File: src/hdl/swms_pkg.sv
// ----------------------------------------------------------------------------
// swms_pkg: shared types and constants
// Window geometry, derived arithmetic widths, request codes and the beat
// structs that pass between the front queue, the back end and the top level.
// ----------------------------------------------------------------------------
package swms_pkg;

   localparam int DEPTH    = 32;                 // ring slots
   localparam int CH       = 3;                  // channels per sample
   localparam int SMP_W    = 16;                 // Q8.8 sample
   localparam int IDX_W    = $clog2(DEPTH);      // slot index / read offset
   localparam int CNT_W    = IDX_W + 1;          // count and window length
   localparam int SUM_W    = SMP_W + IDX_W;      // signed running sum
   localparam int SQ_W     = 2 * SMP_W;          // one square
   localparam int SSUM_W   = SQ_W - 1 + IDX_W;   // running sum of squares
   localparam int D_W      = CNT_W + SSUM_W;     // n*ssum - sum^2
   localparam int R_W      = D_W / 2;            // square root / divider width
   localparam int STEP_W   = $clog2(R_W);

   typedef enum logic [1:0] {
      OP_PUSH = 2'd0,
      OP_POP  = 2'd1,
      OP_READ = 2'd2,
      OP_NOP  = 2'd3
   } op_type;

   typedef logic [CH-1:0][SMP_W-1:0] sample_vec_type;

   // one classified request in the queue
   typedef struct packed {
      op_type          op;
      sample_vec_type  smp;
      logic [IDX_W-1:0] offset;
   } req_entry_type;

   // one result beat
   typedef struct packed {
      sample_vec_type   mean;
      sample_vec_type   std;
      sample_vec_type   entry;
      logic [CNT_W-1:0] fill_count;
      logic             is_full;
   } rsp_beat_type;

   // map a written length onto 1..DEPTH
   function automatic logic [CNT_W-1:0] eff_len(input logic [CNT_W-1:0] v);
      logic [CNT_W-1:0] r;
      if (v == '0) begin
         r = CNT_W'(1);
      end else if (v > CNT_W'(DEPTH)) begin
         r = CNT_W'(DEPTH);
      end else begin
         r = v;
      end
      return r;
   endfunction

endpackage

File: src/hdl/swms_front.sv
// ----------------------------------------------------------------------------
// swms_front: request intake
// Classifies request beats and holds them in a two-entry queue so the input
// side keeps flowing while the back end is busy, until both entries fill.
// ----------------------------------------------------------------------------
module swms_front import swms_pkg::*; (
   input  logic                    clock,
   input  logic                    reset,
   input  logic                    req_valid,
   output logic                    req_stall,
   input  logic [1:0]              req_type,
   input  logic signed [SMP_W-1:0] req_sample_ch0,
   input  logic signed [SMP_W-1:0] req_sample_ch1,
   input  logic signed [SMP_W-1:0] req_sample_ch2,
   input  logic [IDX_W-1:0]        req_read_offset,
   output logic                    q_valid,
   input  logic                    q_pop,
   output req_entry_type           q_data
);

   req_entry_type q_ff [2];
   logic          wr_ptr_ff;
   logic          rd_ptr_ff;
   logic [1:0]    cnt_ff;
   req_entry_type entry_in;
   logic          push;
   logic          pop;

   // classify the beat
   always_comb begin
      entry_in.smp    = {req_sample_ch2, req_sample_ch1, req_sample_ch0};
      entry_in.offset = req_read_offset;
      unique case (op_type'(req_type))
         OP_PUSH: entry_in.op = OP_PUSH;
         OP_POP:  entry_in.op = OP_POP;
         OP_READ: entry_in.op = OP_READ;
         default: entry_in.op = OP_NOP;
      endcase
   end

   assign req_stall = (cnt_ff == 2'd2);
   assign push      = req_valid && !req_stall;
   assign q_valid   = (cnt_ff != 2'd0);
   assign pop       = q_pop && q_valid;
   assign q_data    = q_ff[rd_ptr_ff];

   // queue storage
   always_ff @(posedge clock) begin
      if (push) begin
         q_ff[wr_ptr_ff] <= entry_in;
      end
   end

   // queue pointers
   always_ff @(posedge clock) begin
      if (reset) begin
         wr_ptr_ff <= 1'b0;
         rd_ptr_ff <= 1'b0;
         cnt_ff    <= 2'd0;
      end else begin
         if (push) wr_ptr_ff <= !wr_ptr_ff;
         if (pop)  rd_ptr_ff <= !rd_ptr_ff;
         if (push && !pop) begin
            cnt_ff <= cnt_ff + 2'd1;
         end else if (pop && !push) begin
            cnt_ff <= cnt_ff - 2'd1;
         end
      end
   end

endmodule

File: config.mk
export PLATFORM = sky130hd
export DESIGN_NAME = swms_front
export DESIGN_NICKNAME = d
export VERILOG_FILES = /design/src/hdl/swms_pkg.sv /design/src/hdl/swms_front.sv
export SDC_FILE = /design/constraint.sdc
export NUM_CORES = 1
export LEC_CHECK = 0
export ABC_AREA = 1
export BUFFER_PORTS_ARGS = -buffer_cell sky130_fd_sc_hd__buf_4
export CORE_MARGIN = 2
export CORE_UTILIZATION = 52
export DETAILED_ROUTE_END_ITERATION = 8
export PLACE_DENSITY = 0.86
export SLEW_MARGIN = 20
export SYNTH_ARGS = -nofsm -noshare
export SYNTH_HDL_FRONTEND = slang
export SYNTH_SLANG_ARGS = --single-unit
File: constraint.sdc
create_clock -name clock -period 3.7 [get_ports clock]
set_input_delay 0.185 -clock clock [delete_from_list [all_inputs] [get_ports clock]]
set_output_delay 0.185 -clock clock [all_outputs]
set_load 0.02 [all_outputs]
-- Word-level counts from Yosys, hierarchy flattened
Memories as Yosys holds them, arrays and structs flattened. A register that Yosys moved wholly into a read port is not among the register bits.
Index checks and enable logic that the tools add are counted.
- register bits: 4
- bits in latches: 0
- RAM bits: 110
- memory bits (read-only): 0
- logic and storage cells: 28
- memories kept: 1
- memories (name ; words ; bits a word ; read ports ; clocked after Yosys merged registers in ; write ports ; RTL line ; RTL):
    q_ff ; 2 ; 55 ; 1 ; 1 ; 1 ; swms_front.sv:21 ; req_entry_type q_ff [2];
- add/subtract/negate cells: 2
- multiply operators: 0
- div/mod/pow operators: 0
- magnitude comparators: 0
- eq/ne operators: 3
- shifts and indexed selects: 0
- muxes and demuxes: 7
- bitwise gates (word level): 0
- reduce and logical (&&, ||, !) cells: 12
- operators by type and width (kind ; number):
    case mux 2 bit (3 select lines) ; 1
    logical NOT 1 bit ; 5
    == test 2 bit, second input constant ; 2
    logical AND 1 bit ; 4
    two-way mux 1 bit ; 4
    two-way mux 2 bit ; 2
    nonzero test 2 bit ; 2
    adder 2 x 1 -> 2 bit, second input constant ; 1
    == test 2 x 1 -> 1 bit, second input constant ; 1
    logical NOT 2 bit ; 1
    subtractor 2 x 1 -> 2 bit, second input constant ; 1

-- Depth between registers and ports, before layout
- word-level depth: 7
- mapped depth: 10

-- Worst setup path before layout
OpenSTA, ideal clock, no wires.
- kind: reg2reg
- start point: register cnt_ff[1]
- end point: memory q_ff[0][0] (netlist bit) (enable)
- library setup time: 468 ps
- data arrival time: 2780 ps
- required time: 3232 ps
- slack: 452 ps
- cell stages (with the launch flop): 4
- path buffers: 0
- cell sequence: dfxtp_1 -> inv_1 -> o21ai_2 -> nor2_1
- word-level cells in the longest chain between the ends: 5
- ends and longest elaborated chain (item ; RTL line ; RTL):
    start: declaration ; swms_front.sv:24 ; logic [1:0] cnt_ff;
    start signal: assignment ; swms_front.sv:64 ; cnt_ff <= cnt_ff + 2'd1;
    start signal: assignment ; swms_front.sv:66 ; cnt_ff <= cnt_ff - 2'd1;
    == test 2 bit ; swms_front.sv:41 ; assign req_stall = (cnt_ff == 2'd2);
    logical NOT 1 bit ; swms_front.sv:42 ; assign push = req_valid && !req_stall;
    logical AND 1 bit ; swms_front.sv:42 ;
    two-way mux 1 bit ; swms_front.sv:49 ; if (push) begin
    two-way mux 1 bit (not written as such) ; swms_front.sv:50 ; q_ff[wr_ptr_ff] <= entry_in;
    end: declaration ; swms_front.sv:21 ;
No other way between the ends.

==> results.sh <==
export IMPL_outcome="completed"
export IMPL_grtUsageTotal_pct=19.5
export IMPL_die_h_um=96.7
export IMPL_critPathLaunchType="flip-flop"
export IMPL_cts_tree="done"
export IMPL_final_cells=515
export IMPL_setup_tns_ps=0
export IMPL_layout_min_cycle_time_ps=2280
export IMPL_drv_cap=0
export IMPL_grt_max_degree=56
export IMPL_dpl_hpwl_um=5070
export IMPL_antenna_found_initial=0
export IMPL_period_share_pct=61.7
export IMPL_most_common_layout_cells="119 x buf_4, 110 x edfxtp_1, 57 x dlygate4sd3_1"
export IMPL_synth_area_leaders="edfxtp_1 74%, mux2_4 17%, buf_12 2.2%"
export IMPL_drtIter0Drc=149
export IMPL_syn_num_nets=270
export IMPL_routedWlPerCell_um=17.1
export IMPL_cts_hold_buf=57
export IMPL_synth_yosys_seq_area_share_pct=76.1
export IMPL_path_class="reg -> out"
export IMPL_drt_pass1_iterations=4
export IMPL_clock_path_buffers=2
export IMPL_hold_path_class="in -> reg"
export IMPL_synthesis_area_mm2=0.00447
export IMPL_p_leak_nw=2.64
export IMPL_slew_headroom_pct=33.6
export IMPL_multi_input_area_um2=936
export IMPL_finClkSkew_ps=8.54
export IMPL_rsz0062_at_grt="false"
export IMPL_grt_pass1_wl_um=14000
export IMPL_post_route_util_pct=79.9
export IMPL_yosysUniqueCellTypes=16
export IMPL_hold_viol_final=0
export IMPL_ir_drop_mv=0.622
export IMPL_overflow=0
export IMPL_die_width_um=96.7
export IMPL_numCtsBuffers=17
export IMPL_synth_seq_cells=115
export IMPL_layout_drive_gt1_share_pct=50.5
export IMPL_vias=2512
export IMPL_placed_cells=426
export IMPL_max_freq_mhz=438
export IMPL_worstSkewPairLatency_ps=500
export IMPL_ant_nets=0
export IMPL_gp_congestion=0.659
export IMPL_area_delta_synth_final_pct=47.4
export IMPL_layout_commonest_cell="buf_4"
export IMPL_netlist_instances=210
export IMPL_portBuffers=115
export IMPL_seq_area_mm2=0.00341
export IMPL_worst_pin_slew_ps=997
export IMPL_clk_pin_slew_worst_paths_ps=50
export IMPL_initial_utilization_pct=54.2
export IMPL_cp_arrival_ps=2100
export IMPL_h_tree_depth=4
export IMPL_antenna_cells=0
export IMPL_num_rows=33
export IMPL_vias_per_cell=4.88
export IMPL_yosysTopAreaCellShare_pct=73.8
export IMPL_fill_cells=435
export IMPL_yosys_area_top_type="edfxtp_1"
export IMPL_post_cts_setup_buffers=0
export IMPL_layout_setup_ws_ps=1420
export IMPL_p_per_area_mw_per_mm2=709
export IMPL_core_mm2=0.00826
export IMPL_grt_pass1_vias=2830
export IMPL_syn_avg_cell_area_um2=21.3
export IMPL_yosysWarnings=0
export IMPL_cts_repair_resized=0
export IMPL_cp_max_fo=55
export IMPL_clkSinkCount=115
export IMPL_crit_path_end_kind="output port"
export IMPL_die_area_mm2=0.00936
export IMPL_drc=0
export IMPL_io_pins=116
export IMPL_setup_viol=0
export IMPL_slew_viol_final=0
export IMPL_dp_slack_ps=1810
export IMPL_fin_nets=457
export IMPL_p_total_mw=4.67
export IMPL_worstPathRequired_ps=3510
export IMPL_wl_um=8820
export IMPL_clk_root_buffer_cell="clkbuf_8"
critical path: stages (launching register included):
cell	delay, ps
dfxtp_4	990
mux2_2	420
buf_4	160
synth_stat cells:
| cell type | number |
|---|---|
| nand2_1 | 7 |
| mux2_4 | 50 |
| o21ai_0 | 2 |
| dfxtp_1 | 5 |
| nor2_1 | 8 |
| buf_6 | 1 |
| clkbuf_1 | 2 |
| a21oi_1 | 2 |
| nand3_1 | 2 |
| nand4_1 | 1 |
| ha_1 | 1 |
| o21ai_2 | 1 |
| inv_1 | 8 |
| edfxtp_1 | 110 |
| mux2_2 | 5 |
| buf_12 | 5 |
cell families after synthesis:
family | synth area share, %
flip-flops | 76.1
multiplexers | 18.0
AND/OR/NAND/NOR | 1.62
buffers and inverters | 3.33
AO/OA/AOI/OAI | 0.643
adder cells (fa/ha/maj) | 0.280
stage by stage:
| stage | cell area [µm²] | hold WS, ps |
|---|---|---|
| global route | 6600 | 171 |
| floorplan | 4470 | 284 |
| CTS | 6600 | 123 |
| finish | 6600 | 133 |
| detailed placement | 5400 | 373 |
| global placement | 5400 | 370 |
per-layer routing:
| layer | wire length [µm] | track usage [%] | vias to the layer above | part of all wire [%] |
|---|---|---|---|---|
| li1 | - | - | 1176 | - |
| met1 | 3370 | 21.1 | 1236 | 38 |
| met2 | 4840 | 35.5 | 88 | 55 |
| met3 | 466 | 5.49 | 12 | 5.3 |
| met4 | 144 | 8.67 | 0 | 1.6 |
| met5 | 0 | 0 | - | 0 |
final cells by class:
cell class | instances | share of cell area [%]
sequential | 115 | 51.7
timing repair buffer | 176 | 22.2
multi-input combinational | 79 | 14.2
clock buffer | 17 | 6.28
clock inverter | 15 | 3.23
tap | 105 | 1.99
inverter | 8 | 0.455
where the power goes:
group	internal (mW)	switching [mW]
combinational	0.612	0.559
sequential	1.65	0.141
clock	1.15	0.558
state kept, by name, summed over array words and instances, names as in the netlist, named ones only:
signal,cells
cnt_ff,2
q_ff,110
rd_ptr_ff,1
wr_ptr_ff,1
worst paths after layout:
path              depth (start not counted)       from  slack (ps)           to
hold reg to reg                           2  rd_ptr_ff         510    rd_ptr_ff
setup / recovery                          2  flip-flop        1420   q_data[54]
hold / removal                            4  req_valid         130    wr_ptr_ff
setup reg to reg                          4  cnt_ff[1]        1800  q_ff[0][48]
Note: power is estimated with default switching activity, not from simulation.
